### src/hdl/qlfe_pkg.sv
// Package for the quartic LED fade engine: field widths, codes, FSM states
// and the command/status structs between controller and datapath.
// No dependencies.
package qlfe_pkg;

   // field widths
   localparam int unsigned CMD_W   = 2;
   localparam int unsigned COLOR_W = 24;
   localparam int unsigned LEN_W   = 16;
   localparam int unsigned TICK_W  = 8;
   localparam int unsigned CHAN_W  = 8;

   // Q16 curve values run 0..65536 and need 17 bits
   localparam int unsigned Q_FRAC = 16;
   localparam int unsigned Q_W    = Q_FRAC + 1;
   localparam int unsigned PROD_W = 2 * Q_W;
   localparam logic [Q_W-1:0] Q16_ONE = Q_W'(1) << Q_FRAC;

   // divider walks one quotient bit per cycle
   localparam int unsigned DIV_STEPS = Q_FRAC;
   localparam int unsigned DIV_CNT_W = $clog2(DIV_STEPS);

   localparam logic [TICK_W-1:0] STEP_TICKS_RESET = TICK_W'(10);
   localparam logic [LEN_W-1:0]  LEN_MAX          = {LEN_W{1'b1}};

   // request command codes
   typedef enum logic [CMD_W-1:0] {
      CMD_TICK  = 2'd0,
      CMD_FADE  = 2'd1,
      CMD_FLASH = 2'd2
   } cmd_type;

   typedef enum logic [1:0] {
      MODE_IDLE  = 2'd0,
      MODE_FADE  = 2'd1,
      MODE_FLASH = 2'd2
   } run_mode_type;

   typedef enum logic [2:0] {
      ST_IDLE,
      ST_DIVIDE,
      ST_SQUARE,
      ST_QUAD,
      ST_RED,
      ST_GREEN,
      ST_BLUE,
      ST_EMIT
   } ctrl_state_type;

   // operand selection of the shared multiplier
   typedef enum logic [2:0] {
      MUL_NONE,
      MUL_SQUARE,
      MUL_QUAD,
      MUL_RED,
      MUL_GREEN,
      MUL_BLUE
   } mul_op_type;

   typedef struct packed {
      logic       accept;
      logic       start_div;
      logic       div_step;
      mul_op_type mul_op;
      logic       load_out;
   } ctrl_cmd_type;

   typedef struct packed {
      logic fade_go;
      logic emit_now;
      logic div_last;
      logic out_free;
   } dp_status_type;

endpackage

### src/hdl/qlfe_if.sv
// Valid/ready channel interfaces for the request and response sides of
// the quartic LED fade engine. Depends on qlfe_pkg.
interface qlfe_req_if;
   logic                         valid;
   logic                         ready;
   logic [qlfe_pkg::CMD_W-1:0]   cmd;
   logic [qlfe_pkg::COLOR_W-1:0] color;
   logic [qlfe_pkg::LEN_W-1:0]   duration;
   logic                         fade_out;
   logic                         bounce;

   modport source (output valid, cmd, color, duration, fade_out, bounce, input ready);
   modport sink   (input valid, cmd, color, duration, fade_out, bounce, output ready);
endinterface

interface qlfe_rsp_if;
   logic                         valid;
   logic                         ready;
   logic [qlfe_pkg::COLOR_W-1:0] led_color;
   logic                         light_on;

   modport source (output valid, led_color, light_on, input ready);
   modport sink   (input valid, led_color, light_on, output ready);
endinterface

### src/hdl/quartic_led_fade_engine_core.sv
// Quartic LED fade engine: one request per millisecond tick or command; a
// fade step emits each colour channel scaled by p^4 (or 1 - p^4 reversed),
// with p = min(k/steps, 1) in Q16. Start-fade, idle ticks and prescaler
// ticks end in the accept state; a flash start or flash end also passes
// through the emit state, which loads the response register. A fade step
// runs: accept, 16 iterations of the restoring divider that forms p, two
// squarings and three channel products on the one shared multiplier, then
// the response load. Requests producing a result are accepted at once; the
// emit state then waits, holding off requests, while a result sits untaken.
// Depends on qlfe_pkg, qlfe_if, qlfe_ctrl and qlfe_dp.
module quartic_led_fade_engine_core (
   input  logic                        clock,
   input  logic                        reset,
   qlfe_req_if.sink                    req_if,
   qlfe_rsp_if.source                  rsp_if,
   input  logic                        csr_we,
   input  logic [qlfe_pkg::TICK_W-1:0] csr_wdata
);
   import qlfe_pkg::*;

   ctrl_cmd_type  ctrl_cmd;
   dp_status_type dp_status;

   qlfe_ctrl u_ctrl (
      .clock     (clock),
      .reset     (reset),
      .req_valid (req_if.valid),
      .req_ready (req_if.ready),
      .status    (dp_status),
      .cmd       (ctrl_cmd)
   );

   qlfe_dp u_dp (
      .clock         (clock),
      .reset         (reset),
      .cmd           (ctrl_cmd),
      .status        (dp_status),
      .csr_we        (csr_we),
      .csr_wdata     (csr_wdata),
      .req_cmd       (req_if.cmd),
      .req_color     (req_if.color),
      .req_duration  (req_if.duration),
      .req_fade_out  (req_if.fade_out),
      .req_bounce    (req_if.bounce),
      .rsp_valid     (rsp_if.valid),
      .rsp_ready     (rsp_if.ready),
      .rsp_led_color (rsp_if.led_color),
      .rsp_light_on  (rsp_if.light_on)
   );

   // a new response appears only after a load command
   a_rsp_from_load: assert property (@(posedge clock) disable iff (reset)
      $rose(rsp_if.valid) |-> $past(ctrl_cmd.load_out))
      else $error("response valid rose without a load");

   // never overwrite a response that has not been taken
   a_no_overwrite: assert property (@(posedge clock) disable iff (reset)
      ctrl_cmd.load_out |-> (!rsp_if.valid || rsp_if.ready))
      else $error("response register overwritten");

   // the divider starts only on an accepted request
   a_div_on_accept: assert property (@(posedge clock) disable iff (reset)
      ctrl_cmd.start_div |-> (req_if.valid && req_if.ready))
      else $error("divider started without a request");

endmodule

### src/hdl/qlfe_ctrl.sv
// Sequencer of the quartic LED fade engine: accepts requests and steps the
// datapath through divide, square and scale phases. Depends on qlfe_pkg.
module qlfe_ctrl (
   input  logic                     clock,
   input  logic                     reset,
   input  logic                     req_valid,
   output logic                     req_ready,
   input  qlfe_pkg::dp_status_type  status,
   output qlfe_pkg::ctrl_cmd_type   cmd
);
   import qlfe_pkg::*;

   ctrl_state_type state_ff, state_in;

   // hold the state
   always_ff @(posedge clock) begin
      if (reset) begin
         state_ff <= ST_IDLE;
      end else begin
         state_ff <= state_in;
      end
   end

   // decide next state and drive datapath commands
   always_comb begin
      state_in      = state_ff;
      req_ready     = 1'b0;
      cmd.accept    = 1'b0;
      cmd.start_div = 1'b0;
      cmd.div_step  = 1'b0;
      cmd.mul_op    = MUL_NONE;
      cmd.load_out  = 1'b0;
      unique case (state_ff)
         ST_IDLE: begin
            req_ready = 1'b1;
            if (req_valid) begin
               cmd.accept = 1'b1;
               if (status.fade_go) begin
                  cmd.start_div = 1'b1;
                  state_in      = ST_DIVIDE;
               end else if (status.emit_now) begin
                  state_in = ST_EMIT;
               end
            end
         end
         ST_DIVIDE: begin
            cmd.div_step = 1'b1;
            if (status.div_last) begin
               state_in = ST_SQUARE;
            end
         end
         ST_SQUARE: begin
            cmd.mul_op = MUL_SQUARE;
            state_in   = ST_QUAD;
         end
         ST_QUAD: begin
            cmd.mul_op = MUL_QUAD;
            state_in   = ST_RED;
         end
         ST_RED: begin
            cmd.mul_op = MUL_RED;
            state_in   = ST_GREEN;
         end
         ST_GREEN: begin
            cmd.mul_op = MUL_GREEN;
            state_in   = ST_BLUE;
         end
         ST_BLUE: begin
            cmd.mul_op = MUL_BLUE;
            state_in   = ST_EMIT;
         end
         ST_EMIT: begin
            if (status.out_free) begin
               cmd.load_out = 1'b1;
               state_in     = ST_IDLE;
            end
         end
         default: begin
            state_in = ST_IDLE;
         end
      endcase
   end

endmodule

### src/hdl/qlfe_dp.sv
// Datapath of the quartic LED fade engine: job state, restoring divider,
// shared multiplier and the response register. Depends on qlfe_pkg.
module qlfe_dp (
   input  logic                         clock,
   input  logic                         reset,
   input  qlfe_pkg::ctrl_cmd_type       cmd,
   output qlfe_pkg::dp_status_type      status,
   input  logic                         csr_we,
   input  logic [qlfe_pkg::TICK_W-1:0]  csr_wdata,
   input  logic [qlfe_pkg::CMD_W-1:0]   req_cmd,
   input  logic [qlfe_pkg::COLOR_W-1:0] req_color,
   input  logic [qlfe_pkg::LEN_W-1:0]   req_duration,
   input  logic                         req_fade_out,
   input  logic                         req_bounce,
   output logic                         rsp_valid,
   input  logic                         rsp_ready,
   output logic [qlfe_pkg::COLOR_W-1:0] rsp_led_color,
   output logic                         rsp_light_on
);
   import qlfe_pkg::*;

   // job state
   logic [TICK_W-1:0]  step_ticks_ff;
   run_mode_type       run_mode_ff, run_mode_in;
   logic [LEN_W-1:0]   step_count_ff, step_count_in;
   logic [TICK_W-1:0]  tick_prescale_ff, tick_prescale_in;
   logic [LEN_W-1:0]   length_ff, length_in;
   logic [COLOR_W-1:0] color_ff, color_in;
   logic               reverse_ff, reverse_in;
   logic               bounce_ff, bounce_in;
   logic               lit_ff, lit_in;

   // work registers
   logic [LEN_W-1:0]     kk_in;
   logic                 rev_work_ff, rev_work_in;
   logic [COLOR_W-1:0]   res_color_ff, res_color_in;
   logic                 res_lit_ff, res_lit_in;
   logic [LEN_W-1:0]     rem_ff;
   logic [LEN_W-1:0]     quot_ff;
   logic                 full_ff;
   logic [DIV_CNT_W-1:0] div_cnt_ff;
   logic [Q_W-1:0]       p2_ff;
   logic [Q_W-1:0]       curve_ff;
   logic                 rsp_valid_ff;
   logic [COLOR_W-1:0]   out_color_ff;
   logic                 out_lit_ff;

   // decode helpers
   logic [TICK_W-1:0] period;
   logic [TICK_W-1:0] pre_inc;
   logic              step_due;
   logic [LEN_W-1:0]  cnt_inc;
   logic              len_reach;
   logic              rev_next;

   // divider and multiplier
   logic [LEN_W:0]    rem_sh;
   logic              rem_ge;
   logic [LEN_W:0]    rem_sub;
   logic [Q_W-1:0]    p_val;
   logic [Q_W-1:0]    mul_a, mul_b;
   logic [PROD_W-1:0] prod;
   logic [Q_W-1:0]    prod_q;

   // classify the request against the current job
   always_comb begin
      period    = (step_ticks_ff == '0) ? TICK_W'(1) : step_ticks_ff;
      pre_inc   = tick_prescale_ff + TICK_W'(1);
      step_due  = (pre_inc >= period);
      cnt_inc   = (step_count_ff != LEN_MAX) ? step_count_ff + LEN_W'(1) : LEN_MAX;
      len_reach = (cnt_inc >= length_ff);
      rev_next  = bounce_ff ? ~reverse_ff : reverse_ff;
      kk_in     = len_reach ? length_ff : cnt_inc;
   end

   assign status.fade_go  = (req_cmd == CMD_TICK) && (run_mode_ff == MODE_FADE) && step_due;
   assign status.emit_now = (req_cmd == CMD_FLASH)
                         || ((req_cmd == CMD_TICK) && (run_mode_ff == MODE_FLASH) && len_reach);
   assign status.div_last = (div_cnt_ff == DIV_CNT_W'(DIV_STEPS - 1));
   assign status.out_free = !rsp_valid_ff || rsp_ready;

   // next job state for an accepted request
   always_comb begin
      run_mode_in      = run_mode_ff;
      step_count_in    = step_count_ff;
      tick_prescale_in = tick_prescale_ff;
      length_in        = length_ff;
      color_in         = color_ff;
      reverse_in       = reverse_ff;
      bounce_in        = bounce_ff;
      lit_in           = lit_ff;
      rev_work_in      = reverse_ff;
      res_color_in     = '0;
      res_lit_in       = lit_ff;
      unique case (req_cmd)
         CMD_FADE: begin
            color_in         = req_color;
            length_in        = (req_duration == '0) ? LEN_W'(1) : req_duration;
            reverse_in       = req_fade_out;
            bounce_in        = req_bounce;
            step_count_in    = '0;
            tick_prescale_in = '0;
            run_mode_in      = MODE_FADE;
         end
         CMD_FLASH: begin
            color_in         = req_color;
            length_in        = req_duration;
            step_count_in    = '0;
            tick_prescale_in = '0;
            run_mode_in      = MODE_FLASH;
            res_color_in     = req_color;
         end
         CMD_TICK: begin
            unique case (run_mode_ff)
               MODE_FLASH: begin
                  step_count_in = cnt_inc;
                  if (len_reach) begin
                     run_mode_in = MODE_IDLE;
                  end
               end
               MODE_FADE: begin
                  if (!step_due) begin
                     tick_prescale_in = pre_inc;
                  end else begin
                     tick_prescale_in = '0;
                     step_count_in    = cnt_inc;
                     if (len_reach) begin
                        if (bounce_ff) begin
                           reverse_in    = ~reverse_ff;
                           step_count_in = '0;
                           bounce_in     = 1'b0;
                        end else begin
                           run_mode_in = MODE_IDLE;
                        end
                        lit_in     = ~rev_next;
                        res_lit_in = ~rev_next;
                     end
                  end
               end
               default: begin
                  run_mode_in = MODE_IDLE;
               end
            endcase
         end
         default: begin
         end
      endcase
   end

   // update job state and configuration
   always_ff @(posedge clock) begin
      if (reset) begin
         step_ticks_ff    <= STEP_TICKS_RESET;
         run_mode_ff      <= MODE_IDLE;
         step_count_ff    <= '0;
         tick_prescale_ff <= '0;
         length_ff        <= LEN_W'(1);
         color_ff         <= '0;
         reverse_ff       <= 1'b0;
         bounce_ff        <= 1'b0;
         lit_ff           <= 1'b0;
      end else begin
         if (csr_we) begin
            step_ticks_ff <= csr_wdata;
         end
         if (cmd.accept) begin
            run_mode_ff      <= run_mode_in;
            step_count_ff    <= step_count_in;
            tick_prescale_ff <= tick_prescale_in;
            length_ff        <= length_in;
            color_ff         <= color_in;
            reverse_ff       <= reverse_in;
            bounce_ff        <= bounce_in;
            lit_ff           <= lit_in;
         end
      end
   end

   // restoring divider step: p = kk * 2^16 / len, kk below len
   always_comb begin
      rem_sh  = {rem_ff, 1'b0};
      rem_ge  = (rem_sh >= {1'b0, length_ff});
      rem_sub = rem_sh - {1'b0, length_ff};
      p_val   = full_ff ? Q16_ONE : {1'b0, quot_ff};
   end

   always_ff @(posedge clock) begin
      if (cmd.start_div) begin
         rem_ff     <= kk_in;
         full_ff    <= len_reach;
         quot_ff    <= '0;
         div_cnt_ff <= '0;
      end else if (cmd.div_step) begin
         rem_ff     <= rem_ge ? rem_sub[LEN_W-1:0] : rem_sh[LEN_W-1:0];
         quot_ff    <= {quot_ff[LEN_W-2:0], rem_ge};
         div_cnt_ff <= div_cnt_ff + DIV_CNT_W'(1);
      end
   end

   // select operands of the shared multiplier
   always_comb begin
      unique case (cmd.mul_op)
         MUL_SQUARE: begin
            mul_a = p_val;
            mul_b = p_val;
         end
         MUL_QUAD: begin
            mul_a = p2_ff;
            mul_b = p2_ff;
         end
         MUL_RED: begin
            mul_a = Q_W'(color_ff[23:16]);
            mul_b = curve_ff;
         end
         MUL_GREEN: begin
            mul_a = Q_W'(color_ff[15:8]);
            mul_b = curve_ff;
         end
         MUL_BLUE: begin
            mul_a = Q_W'(color_ff[7:0]);
            mul_b = curve_ff;
         end
         default: begin
            mul_a = '0;
            mul_b = '0;
         end
      endcase
      prod   = PROD_W'(mul_a) * PROD_W'(mul_b);
      prod_q = prod[Q_FRAC+Q_W-1:Q_FRAC];
   end

   // latch the work flags on accept, else capture curve terms and scaled channels
   always_ff @(posedge clock) begin
      if (cmd.accept) begin
         rev_work_ff  <= rev_work_in;
         res_color_ff <= res_color_in;
         res_lit_ff   <= res_lit_in;
      end else begin
         unique case (cmd.mul_op)
            MUL_SQUARE: p2_ff    <= prod_q;
            MUL_QUAD:   curve_ff <= rev_work_ff ? Q16_ONE - prod_q : prod_q;
            MUL_RED:    res_color_ff[23:16] <= prod[Q_FRAC+CHAN_W-1:Q_FRAC];
            MUL_GREEN:  res_color_ff[15:8]  <= prod[Q_FRAC+CHAN_W-1:Q_FRAC];
            MUL_BLUE:   res_color_ff[7:0]   <= prod[Q_FRAC+CHAN_W-1:Q_FRAC];
            default: begin
            end
         endcase
      end
   end

   // response register: load a finished result, drop it once taken
   always_ff @(posedge clock) begin
      if (reset) begin
         rsp_valid_ff <= 1'b0;
      end else if (cmd.load_out) begin
         rsp_valid_ff <= 1'b1;
      end else if (rsp_ready) begin
         rsp_valid_ff <= 1'b0;
      end
   end

   always_ff @(posedge clock) begin
      if (cmd.load_out) begin
         out_color_ff <= res_color_ff;
         out_lit_ff   <= res_lit_ff;
      end
   end

   assign rsp_valid     = rsp_valid_ff;
   assign rsp_led_color = out_color_ff;
   assign rsp_light_on  = out_lit_ff;

endmodule

### src/flat_wrapper.sv
// flat-port wrapper written by rule: the top's interface ports become plain ports
module quartic_led_fade_engine_core_flat import qlfe_pkg::*;
  (clock, reset, csr_we, csr_wdata, req_if_valid, req_if_cmd, req_if_color, req_if_duration, req_if_fade_out, req_if_bounce, req_if_ready, rsp_if_valid, rsp_if_led_color, rsp_if_light_on, rsp_if_ready);
  qlfe_req_if req_if_i ();
  qlfe_rsp_if rsp_if_i ();
  input  logic clock;
  input  logic reset;
  input  logic csr_we;
  input  logic [qlfe_pkg::TICK_W-1:0] csr_wdata;
  input wire logic [$bits(req_if_i.valid)-1:0] req_if_valid;
  input wire logic [$bits(req_if_i.cmd)-1:0] req_if_cmd;
  input wire logic [$bits(req_if_i.color)-1:0] req_if_color;
  input wire logic [$bits(req_if_i.duration)-1:0] req_if_duration;
  input wire logic [$bits(req_if_i.fade_out)-1:0] req_if_fade_out;
  input wire logic [$bits(req_if_i.bounce)-1:0] req_if_bounce;
  output wire logic [$bits(req_if_i.ready)-1:0] req_if_ready;
  output wire logic [$bits(rsp_if_i.valid)-1:0] rsp_if_valid;
  output wire logic [$bits(rsp_if_i.led_color)-1:0] rsp_if_led_color;
  output wire logic [$bits(rsp_if_i.light_on)-1:0] rsp_if_light_on;
  input wire logic [$bits(rsp_if_i.ready)-1:0] rsp_if_ready;
  assign req_if_i.valid = req_if_valid;
  assign req_if_i.cmd = req_if_cmd;
  assign req_if_i.color = req_if_color;
  assign req_if_i.duration = req_if_duration;
  assign req_if_i.fade_out = req_if_fade_out;
  assign req_if_i.bounce = req_if_bounce;
  assign req_if_ready = req_if_i.ready;
  assign rsp_if_valid = rsp_if_i.valid;
  assign rsp_if_led_color = rsp_if_i.led_color;
  assign rsp_if_light_on = rsp_if_i.light_on;
  assign rsp_if_i.ready = rsp_if_ready;
  quartic_led_fade_engine_core u_core (.clock(clock), .reset(reset), .req_if(req_if_i), .rsp_if(rsp_if_i), .csr_we(csr_we), .csr_wdata(csr_wdata));
endmodule
### config.mk
export PLATFORM = sky130hd
export DESIGN_NAME = quartic_led_fade_engine_core_flat
export DESIGN_NICKNAME = d
export VERILOG_FILES = /design/src/hdl/qlfe_pkg.sv /design/src/hdl/qlfe_if.sv /design/src/hdl/quartic_led_fade_engine_core.sv /design/src/hdl/qlfe_ctrl.sv /design/src/hdl/qlfe_dp.sv /design/src/flat_wrapper.sv
export SDC_FILE = /design/constraint.sdc
export NUM_CORES = 1
export LEC_CHECK = 0
export ABC_AREA = 1
export ABC_CLOCK_PERIOD_IN_PS = 10400
export BUFFER_PORTS_ARGS = -buffer_cell sky130_fd_sc_hd__buf_2
export CAP_MARGIN = 20
export CORE_UTILIZATION = 30
export CTS_BUF_LIST = sky130_fd_sc_hd__clkbuf_16
export DETAILED_ROUTE_END_ITERATION = 7
export GPL_TIMING_DRIVEN = 0
export PLACE_DENSITY = 0.43
export SLEW_MARGIN = 10
export SYNTH_ARGS = -nofsm -noshare
export SYNTH_HDL_FRONTEND = slang
export SYNTH_SLANG_ARGS = --single-unit
export TNS_END_PERCENT = 30
### constraint.sdc
create_clock -name clock -period 10.4 [get_ports clock]
set_input_delay 2.08 -clock clock [delete_from_list [all_inputs] [get_ports clock]]
set_output_delay 2.08 -clock clock [all_outputs]
set_load 0.03 [all_outputs]
Yosys cells after proc, flatten, opt, wreduce, memory -nomap -nowiden
Index checks and enable logic that the tools add are counted.
{"block": "word_totals", "reg_bits": 203, "inputBits": 57, "output_inout_bits": 27, "elab_cells": 157}
{"block": "classes", "n_addsub": 5, "mul": 1, "n_lt_le_gt_ge": 3, "n_eq_ne": 30, "n_mux": 60, "bitwise": 3, "n_reduce_logical": 31}
{"operator": "$mux 16", "count": 9}
{"operator": "$pmux 16 s2", "count": 3}
{"operator": "$pmux 17 s5", "count": 1}
{"operator": "$pmux 17 s3", "count": 1}
{"operator": "$mux 24", "count": 2}
{"operator": "$mux 8", "count": 6}
{"operator": "$mux 17", "count": 2}
{"operator": "$mul 17x17->33", "count": 1}
{"operator": "$pmux 3 s8", "count": 1}
{"operator": "$eq 3x3->1 const B", "count": 6}
{"operator": "$mux 1", "count": 18}
{"operator": "$ge 17x16->1", "count": 1}
{"operator": "$sub 17x17->17 const A", "count": 1}
{"operator": "$add 16x1->16 const B", "count": 1}
{"operator": "$ge 16x16->1", "count": 1}
{"operator": "$logic_not 16->1", "count": 1}
{"operator": "$ne 16x16->1 const B", "count": 1}
{"operator": "$pmux 8 s2", "count": 1}
{"operator": "$reduce_bool 2->1", "count": 8}
{"operator": "$sub 16x16->16", "count": 1}
{"operator": "$mux 3", "count": 5}
{"operator": "$pmux 3 s5", "count": 1}
{"operator": "$eq 3x2->1 const B", "count": 4}
{"operator": "$mux 2", "count": 6}
{"operator": "other kinds (29)", "count": 51}

Logic depth before layout (Yosys ltp)
Gate-level depths: netlist (run 1).
{"block": "logic_depth", "depth_word": 9, "ltp_mapped": 40}

Cells and area by module
From an unflattened synthesis (run 1), not the netlist that was laid out.
{"block": "hier_totals", "cells_unflattened": 2690, "hier_area_um2": 20830.0}
{"mod": "qlfe_dp", "instances": 1, "cells_per_inst": 2627, "area_each_um2": 20413.3, "seq_area_each_um2": 5024.8}
{"mod": "qlfe_ctrl", "instances": 1, "cells_per_inst": 63, "area_each_um2": 416.6, "seq_area_each_um2": 60.1}

Worst setup path after synthesis (run 1)
No wires, ideal clock.
{"block": "synth_timing", "path_kind": "reg-to-reg", "start": "reg u_core.u_ctrl.state_ff[1]", "end": "reg u_core.u_dp.curve_ff[8] (data pin)", "setup_time_ns": 0.254, "arrival_ns": 6.754, "required_ns": 10.146, "setup_slack_ns": 3.392, "path_stages_with_launch": 38, "n_path_buf": 1, "synth_period_minus_slack_ns": 7.008, "path_cell_list": "dfxtp_1 -> inv_1 -> nor2_2 -> nand2_2 -> inv_2 -> a32oi_1 -> inv_1 -> nor3_2 -> inv_1 -> clkbuf_1 -> nand2_1 -> fa_1 -> inv_1 -> fa_1 -> inv_1 -> fa_1 -> inv_1 -> fa_1 -> (+2 left out) -> fa_1 -> inv_1 -> ha_1 -> nand2_1 -> nor2_1 -> nand2_1 -> inv_1 -> nand2_1 -> nand2_1 -> xor2_1 -> inv_1 -> ha_1 -> nand4_1 -> inv_1 -> nand2_1 -> nand2_1 -> xor2_1 -> inv_1"}
{"block": "synth_between", "elab_chain_len": 8, "elab_cells_between_ends": 17}
{"item": "from (decl)", "line_no": "qlfe_ctrl.sv:13", "text": "ctrl_state_type state_ff, state_in;"}
{"item": "from (signal assigned)", "line_no": "qlfe_ctrl.sv:20", "text": "state_ff <= state_in;"}
{"item": "$eq 3x3->1 / $eq 3x2->1 (equally long branches)", "line_no": "qlfe_ctrl.sv:33", "text": "unique case (state_ff)"}
{"item": "$pmux 3 s5 *", "line_no": "qlfe_ctrl.sv:33"}
{"item": "$eq 3x3->1 / $eq 3x2->1 (equally long branches)", "line_no": "qlfe_dp.sv:202", "text": "unique case (cmd.mul_op)"}
{"item": "$reduce_or 3->1 (no line)"}
{"item": "$pmux 17 s3", "line_no": "qlfe_dp.sv:202"}
{"item": "$mul 17x17->33 *", "line_no": "qlfe_dp.sv:228", "text": "prod = PROD_W'(mul_a) * PROD_W'(mul_b);"}
{"item": "named net u_core.u_dp.prod[17]", "line_no": "qlfe_dp.sv:62", "text": "logic [PROD_W-1:0] prod;"}
{"item": "$sub 17x17->17 *", "line_no": "qlfe_dp.sv:241", "text": "MUL_QUAD: curve_ff <= rev_work_ff ? Q16_ONE - prod_q : prod_q;"}
{"item": "$mux 17 *", "line_no": "qlfe_dp.sv:241"}
{"item": "to (signal assigned)", "line_no": "qlfe_dp.sv:241"}
{"item": "to (decl)", "line_no": "qlfe_dp.sv:43", "text": "logic [Q_W-1:0] curve_ff;"}
The timed path passes the listed nets; every way through them passes the cells marked *.
A chain may end at the register's enable or synchronous reset.

Worst setup path after layout (run 1)
{"block": "layout_timing", "start": "reg u_core.u_dp.full_ff", "end": "reg u_core.u_dp.curve_ff[8] (data pin)"}
{"block": "layout_between", "elab_chain_len": 5, "elab_cells_between_ends": 6}
{"item": "from (decl)", "line_no": "qlfe_dp.sv:40", "text": "logic full_ff;"}
{"item": "from (signal assigned)", "line_no": "qlfe_dp.sv:190", "text": "full_ff <= len_reach;"}
{"item": "$mux 17 *", "line_no": "qlfe_dp.sv:184", "text": "p_val = full_ff ? Q16_ONE : {1'b0, quot_ff};"}
{"item": "$pmux 17 s5 / $pmux 17 s3 (equally long branches)", "line_no": "qlfe_dp.sv:202"}
{"item": "$mul 17x17->33 *", "line_no": "qlfe_dp.sv:228"}
{"item": "named net u_core.u_dp.prod[17]", "line_no": "qlfe_dp.sv:62"}
{"item": "$sub 17x17->17 *", "line_no": "qlfe_dp.sv:241"}
{"item": "$mux 17 *", "line_no": "qlfe_dp.sv:241"}
Marked as above.

==> results.md, run 1 <==
- WL final: about 64000 um
- DR pass1 iterations: 5
- CTS tree: yes
- Post-cts resize count: 0
- Starting Density: 0.3038
- Post-DP Area: about 22000 sq um
- Final ANT Viol Nets: 0
- Worst slew pin tran: around 1.1 ns
- Worst VDD drop: approximately 120 uV
- Flop pwr share: 0.294
- Clock group share of total power: 0.186
- Post-synth cell types: 57
- Sequential-to-total area share from yosys stat: 0.2488
- Synthesized area: 20440 sq um
- Gate power share: 0.521
- WL met1: slightly below 30000 um
- Required @ worst endpoint: about 11 ns
- GRT overflow: 0
- Starting DRT DRC Count: approximately 1000
- Tcrit/Tclk final: 0.8887
- Run status: complete, no violations
- Clock Latency Late Sink: approximately 0.55 ns
- FF-to-FF setup slack: about 1.2 ns
- Num CTS Buffers: 24
- Max-slew headroom: 0.2692
- CTS Sinks: around 200
- Largest net degree at the start of global routing: 27
- Met2 wire length: between 30000 and 40000 um
- Hold Violations, Final: 0
- Hold depth: 0
- Syn Inst Count: 2582
- Delay of the slowest cell on the worst path: about 0.64 ns
- Uppermost layer routed: met4
- Routed wire per std cell: ~18 um
- Power Density: roughly 190 nW/um^2
- Synth Register Bits: 203
- GRT Util Overall: 0.1859
- Syn_area_per_cell: roughly 7.9 sq um
- Final #Nets: about 3100
- Commonest non-fill, non-tap cell in the layout: inv_1
- Startpoint types: register
- CP Data Arrival Time: 9.53 ns
- Final instance area: approximately 23000 sq um
- Psw: around 2.0 mW
- Setup TNS: 0 ns
- Reg2reg start: u_core.u_dp.full_ff$_DFFE_PP_
- Synth warn: 0
- Switching share of power: 0.4733
- Layout cell share with drive strength beyond 1: 0.07922
- Post-layout min period: just over 9 ns
- FILL cells: ~7200
- Skew final: 0.03005 ns
- Crit end category: register
- Synth-to-layout area growth: 11.19%
- I/O Pins: 84
- Area of the die: between 60000 and 70000 sq um
- First-pass GRT wire length: 99980 um
- Pleak: about 11 nW
- H-tree depth: 1
- Core footprint: about 67000 sq um
- Root buffer cell: clkbuf_16
- Final setup fails: 0
- Max-slew violation count: 0
- Critical path peak fanout: 10
- Hold Path End: u_core.u_dp.rsp_led_color[17]$_DFFE_PP_
- DRC: 0
- Ys flop type: edfxtp_1
- Peak Freq: between 100 and 150 MHz
- Synthesized net count: about 3000
- Die Wd: about 260 um
- Vias per cell: between 4 and 5
- Crit-path most repeated cell: inv_1
- Setup Buffers After CTS: 0
- Chip Height: 263.0 um
- GP Congestion: slightly below 0.9
- R2r endpoint: u_core.u_dp.curve_ff[8]$_DFFE_PP_
- Worst min path class: register to register
- Crit Path Class: register to register
- Buffers added on ports: between 80 and 90
- Antenna violations before repair: 0
- Num rows: 95
- Clock-pin slew on the worst setup and hold paths: 0.06 ns
- Cell-internal power: ~2.2 mW
- Vias in the first global route: between 15000 and 20000
- Most frequent cells in the layout: 585 x inv_1, 523 x nand2_1, 253 x nor2_1
- FF-to-FF path depth: 34
- Hold path start: u_core.u_dp.res_color_ff[17]$_DFFE_PP_
- Cts hold-fix bufs: 0
- Number of synthesized flops with an enable pin: 102
- Slowest-stage cell, CP: a21oi_1
- Post-DP HPWL: between 50000 and 60000 um
- Via count: approximately 17000
- Max cap viols: 0
- WL met3: about 2500 um
- RSZ-0062 raised after global routing: no
- Clk buf depth: 3
- Async SR Flop Fraction: 0
## power by group through the flow
stage	Clock, mW	Sequential, mW	Combinational (mW)
after global routing	0.852	1.27	2.49
final	0.791	1.25	2.22
after CTS	0.820	1.25	2.23
after floorplan	0	1.24	1.50
after global placement	0	1.26	2.20
after detailed placement	0	1.27	2.22
## state kept, by name, summed over array words and instances, names as in the netlist, 16 cells and up
| name | count |
|---|---|
| u_core.u_dp.color_ff | 24 |
| u_core.u_dp.res_color_ff | 24 |
| u_core.u_dp.rsp_led_color | 24 |
| u_core.u_dp.curve_ff | 17 |
| u_core.u_dp.p2_ff | 17 |
| u_core.u_dp.length_ff | 16 |
| u_core.u_dp.quot_ff | 16 |
| u_core.u_dp.rem_ff | 16 |
| u_core.u_dp.step_count_ff | 16 |
## area by class of cell
class / instances / area (sq um) / area share
Multi-Input combinational cell: 1714 / 12800 / 0.5634
Sequential cell: 203 / 5085 / 0.2238
Inverter: 598 / 2246 / 0.09884
Tap cell: 873 / 1092 / 0.04807
Clock buffer: 24 / 600.6 / 0.02643
Timing Repair Buffer: 88 / 456.7 / 0.02010
Buffer: 67 / 314.1 / 0.01382
Clock inverter: 20 / 123.9 / 0.005451
Antenna cell: 1 / 2.502 / 0.0001101
## worst max-delay path by stage
stage	end	startpoint
final	u_core.u_dp.curve_ff[8]$_DFFE_PP_	u_core.u_dp.full_ff$_DFFE_PP_
after global routing	u_core.u_dp.curve_ff[8]$_DFFE_PP_	u_core.u_dp.full_ff$_DFFE_PP_
after CTS	u_core.u_dp.curve_ff[8]$_DFFE_PP_	u_core.u_dp.full_ff$_DFFE_PP_
after detailed placement	u_core.u_dp.curve_ff[8]$_DFFE_PP_	u_core.u_dp.full_ff$_DFFE_PP_
after global placement	u_core.u_dp.curve_ff[8]$_DFFE_PP_	u_core.u_dp.full_ff$_DFFE_PP_
after floorplan	u_core.u_dp.curve_ff[8]$_DFFE_PP_	u_core.u_ctrl.state_ff[1]$_SDFFE_PP0P_
## cells by family after synthesis
family,Yosys count,share of synthesized area
and+or+nand+nor,968,0.1994
buffers and inverters,665,0.1253
adders and majority gates,373,0.3099
AOI/OAI and AO/OA,323,0.09374
DFF,203,0.2488
xor gates and xnor gates,50,0.02290
## metal layers
metal | track usage | up-vias
met1 | 0.2496 | 8291
met2 | 0.3171 | 345
met5 | 0 | -
li1 | - | 8234
met3 | 0.02002 | 71
met4 | 0.04884 | 0
## cell usage after synthesis, types with 2 or more instances
cell type  number  share of area
nor3_1         19         0.0047
nand3_2         2        0.00098
and2_1          3        0.00092
fa_1          222           0.22
ha_1          151          0.092
nand2_2         9         0.0028
dfxtp_1       101          0.099
nor3_2         10         0.0049
nand3b_1        4         0.0015
o31ai_1         4         0.0015
a21o_1          2        0.00073
buf_2          20         0.0049
nor4_1          6         0.0018
a211oi_1       19         0.0070
a32oi_1         8         0.0034
nand3_1       105          0.026
nor2_1        253          0.046
a22oi_1        23         0.0084
inv_2          13         0.0024
buf_6           5         0.0028
xor2_1         34          0.015
nor2_8          2         0.0020
a21oi_2        12         0.0051
xor2_2          3         0.0024
o22ai_1         8         0.0024
nor2_4          3         0.0017
edfxtp_1      102           0.15
xnor2_1        12         0.0051
a21oi_1       136          0.033
o211ai_1        8         0.0029
o21ai_1         3        0.00073
nand2_4         2         0.0011
o21a_1          5         0.0018
buf_1           5        0.00092
nor2_2          6         0.0018
clkinv_1        7         0.0013
clkbuf_1       37         0.0068
nand4_1        16         0.0049
o21ai_0        84          0.021
nand2_1       523          0.096
o21bai_1        3         0.0011
inv_1         577           0.11
## metrics by stage
stage | setup WS (ns) | std cells | hold WS (ns) | power [mW] | utilization
finish | 1.158 | 3588 | 0.4194 | 4.259 | 0.3378
global route | 0.4880 | 3587 | 0.4267 | 4.610 | 0.3377
CTS | 1.049 | 3587 | 0.4227 | 4.302 | 0.3377
detailed placement | 1.133 | 3543 | 0.4066 | 3.484 | 0.3269
global placement | 1.065 | 3538 | 0.4028 | 3.463 | 0.3262
floorplan | 3.392 | 2582 | 0.4003 | 2.734 | -
## critical path: cells and delay by family, from the launching register on
kind | cells | cell delay (ns)
buffers and inverters | 11 | 1.84
AOI/OAI and AO/OA | 2 | 1.27
adders and majority gates | 8 | 3.55
DFF | 1 | 0.32
xor gates and xnor gates | 2 | 0.72
and+or+nand+nor | 11 | 1.28
Note: power is estimated with default switching activity, not from simulation.
==> run 2, diff against run 1 <==
--- a/config.mk
+++ b/config.mk
@@ -6,9 +6,10 @@
 export NUM_CORES = 1
 export LEC_CHECK = 0
 export ABC_AREA = 1
-export ABC_CLOCK_PERIOD_IN_PS = 10400
+export ABC_CLOCK_PERIOD_IN_PS = 9700
 export BUFFER_PORTS_ARGS = -buffer_cell sky130_fd_sc_hd__buf_2
 export CAP_MARGIN = 20
+export CORE_MARGIN = 2
 export CORE_UTILIZATION = 30
 export CTS_BUF_LIST = sky130_fd_sc_hd__clkbuf_16
 export DETAILED_ROUTE_END_ITERATION = 7
==> constraint.sdc (replaced) <==
create_clock -name clock -period 9.7 [get_ports clock]
set_input_delay 1.94 -clock clock [delete_from_list [all_inputs] [get_ports clock]]
set_output_delay 1.94 -clock clock [all_outputs]
set_load 0.03 [all_outputs]
==> run 2 against run 1 <==
Via count up 0.74%. Flip-flop and latch count did not move. Sequential power increased by 7%. Total power up 10%. Combinational power increased by 8%. Hold slack worse by 0.0017 ns. Cell area grew 0.59%. Cell count barely moved. Die area is 1.5% higher. Non-clock buffer count is 2 higher. Global-route usage barely moved.
==> results.md, run 2 (synthesized netlist as in run 1, its figures left out) <==
- Run status: complete, no violations (unchanged)
- H-tree depth: 1 (unchanged)
- Max cap viols: 0 (unchanged)
- RSZ-0062 raised after global routing: no (unchanged)
- Starting DRT DRC Count: 1002 (was 1047)
- GRT overflow: 0 (unchanged)
- Buffers added on ports: 83 (unchanged)
- Crit-path most repeated cell: inv_1 (unchanged)
- Final #Nets: 3129 (was 3126)
- Setup TNS: 0 ns (unchanged)
- Final instance area: 22860 sq um (was 22720 sq um)
- GP Congestion: 0.8992 (was 0.8895)
- Root buffer cell: clkbuf_16 (unchanged)
- Pwr Total: 4.699 mW (was 4.259 mW)
- Synth-to-layout area growth: 11.85% (was 11.19%)
- Crit Path Class: register to register (unchanged)
- Critical path peak fanout: 26 (was 10)
- Delay of the slowest cell on the worst path: 0.75 ns (was 0.64 ns)
- Min setup slack post-route: 0.8155 ns (was 1.158 ns)
- Post-layout min period: 8.885 ns (was 9.242 ns)
- Commonest non-fill, non-tap cell in the layout: inv_1 (unchanged)
- Pleak: 11.24 nW (was 11.19 nW)
- DRC: 0 (unchanged)
- GRT Util Overall: 0.1858 (was 0.1859)
- Clock Latency Late Sink: 0.55 ns (about the same)
- CTS Sinks: 203 (unchanged)
- Placement Setup Slack: 0.4417 ns (was 1.133 ns)
- Clock-pin slew on the worst setup and hold paths: 0.06 ns (about the same)
- Final ANT Viol Nets: 0 (unchanged)
- GRT busiest layer: met2 (unchanged)
- Post-DP HPWL: 54220 um (was 53840 um)
- Num rows: 95 (unchanged)
- Antenna violations before repair: 0 (unchanged)
- Worst min path class: register to register (unchanged)
- DR pass1 iterations: 7 (was 5)
- Max-slew violation count: 0 (unchanged)
- Met1 Usage GRT: 0.2507 (was 0.2496)
- Skew final: 0.01231 ns (was 0.03005 ns)
- Starting Density: 0.3038 (unchanged)
- Met2 usage: 0.3161 (was 0.3171)
- CTS tree: yes (unchanged)
- Num CTS Buffers: 25 (was 24)
- WL final: 64590 um (was 64040 um)
- Startpoint types: register (unchanged)
- CP Data Arrival Time: 9.17 ns (was 9.53 ns)
- Routed wire per std cell: 17.99 um (was 17.85 um)
- Met3 Usage GRT: 0.01746 (was 0.02002)
- Max-slew headroom: 0.2784 (was 0.2692)
- Setup Buffers After CTS: 0 (unchanged)
- Crit end category: register (unchanged)
- Diode count: 0 (was 1)
- First-pass GRT wire length: 101100 um (was 99980 um)
- Via count: 17070 (was 16940)
- Die Wd: 265.0 um (was 263.0 um)
- Clk buf depth: 3 (unchanged)
- Largest net degree at the start of global routing: 27 (unchanged)
- Chip Height: 265.0 um (was 263.0 um)
- Tcrit/Tclk final: 0.9159 (was 0.8887)
- Area of the die: 70220 sq um (was 69170 sq um)
- Slowest-stage cell, CP: clkinv_1 (was a21oi_1)
- Most frequent cells in the layout: 579 x inv_1, 523 x nand2_1, 253 x nor2_1 (was 585 x inv_1, 523 x nand2_1, 253 x nor2_1)
- Worst slew pin tran: 1.082 ns (was 1.096 ns)
- Vias in the first global route: 17720 (was 17410)
- Post-DP Area: 22000 sq um (about the same)
- Core footprint: 67280 sq um (unchanged)
- Peak Freq: 112.6 MHz (was 108.2 MHz)
- Required @ worst endpoint: 9.99 ns (was 10.69 ns)
- I/O Pins: 84 (unchanged)
- Worst VDD drop: 116.8 uV (was 124.9 uV)
- Layout cell share with drive strength beyond 1: 0.08205 (was 0.07922)
- Vias per cell: 4.753 (was 4.722)
- Hold Violations, Final: 0 (unchanged)
- Final setup fails: 0 (unchanged)
- Power Density: 205.6 nW/um^2 (was 187.5 nW/um^2)
run 2: what timing repair did:
item                                   CTS  global route
resized for setup                        0             1
setup endpoints to repair                0             6
hold buffers                             0             0
endpoints found under the hold margin    0             0
run 2: layer usage:
metal,part of all wire,vias up
li1,-,8239
met1,0.46,8446
met2,0.48,304
met3,0.029,78
met4,0.028,0
met5,0,-
run 2: power breakdown:
group          leakage, nW  switching (mW)  internal [mW]
Clock                0.412           0.397          0.567
Combinational         9.04            1.70          0.692
Sequential            1.78           0.101           1.24
run 2: layout make-up:
| class | count | area [sq um] |
|---|---|---|
| well taps | 873 | 1092 |
| plain buffers | 67 | 314.1 |
| multi-input cells | 1714 | 12800 |
| flip-flops and latches | 203 | 5085 |
| inverters | 598 | 2246 |
| repair buffers | 90 | 483.0 |
| clock buffers | 26 | 650.6 |
| fillers | 7293 | 44420 |
| clock inverters | 20 | 183.9 |
run 2: final timing paths:
kind                                                             start                                      end  slack [ns]  depth (start not counted)
worst min-delay path            u_core.u_dp.res_color_ff[19]$_DFFE_PP_  u_core.u_dp.rsp_led_color[19]$_DFFE_PP_        0.42                          0
worst min register to register  u_core.u_dp.res_color_ff[19]$_DFFE_PP_  u_core.u_dp.rsp_led_color[19]$_DFFE_PP_        0.42                          0
worst max register to register  u_core.u_ctrl.state_ff[2]$_SDFFE_PP0P_        u_core.u_dp.curve_ff[8]$_DFFE_PP_        0.82                         36
worst max-delay path            u_core.u_ctrl.state_ff[2]$_SDFFE_PP0P_        u_core.u_dp.curve_ff[8]$_DFFE_PP_        0.82                         36
run 2: per-stage QoR:
| step | hold WS [ns] | std cells | util |
|---|---|---|---|
| 2_1_floorplan | 0.4003 | 2582 | - |
| 3_3_place_gp | 0.4003 | 3538 | 0.3262 |
| 3_5_place_dp | 0.4045 | 3544 | 0.3271 |
| 4_1_cts | 0.4193 | 3590 | 0.3395 |
| 5_1_grt | 0.4328 | 3591 | 0.3398 |
| 6_report | 0.4177 | 3591 | 0.3398 |
run 2: worst max-delay path: cells and delay by family (launching register included):
| family | cells | cell delay, ns |
|---|---|---|
| AOI/OAI and AO/OA | 1 | 0.26 |
| xor gates and xnor gates | 2 | 0.70 |
| adders and majority gates | 8 | 3.34 |
| buffers and inverters | 14 | 2.11 |
| DFF | 1 | 0.32 |
| and+or+nand+nor | 11 | 1.87 |
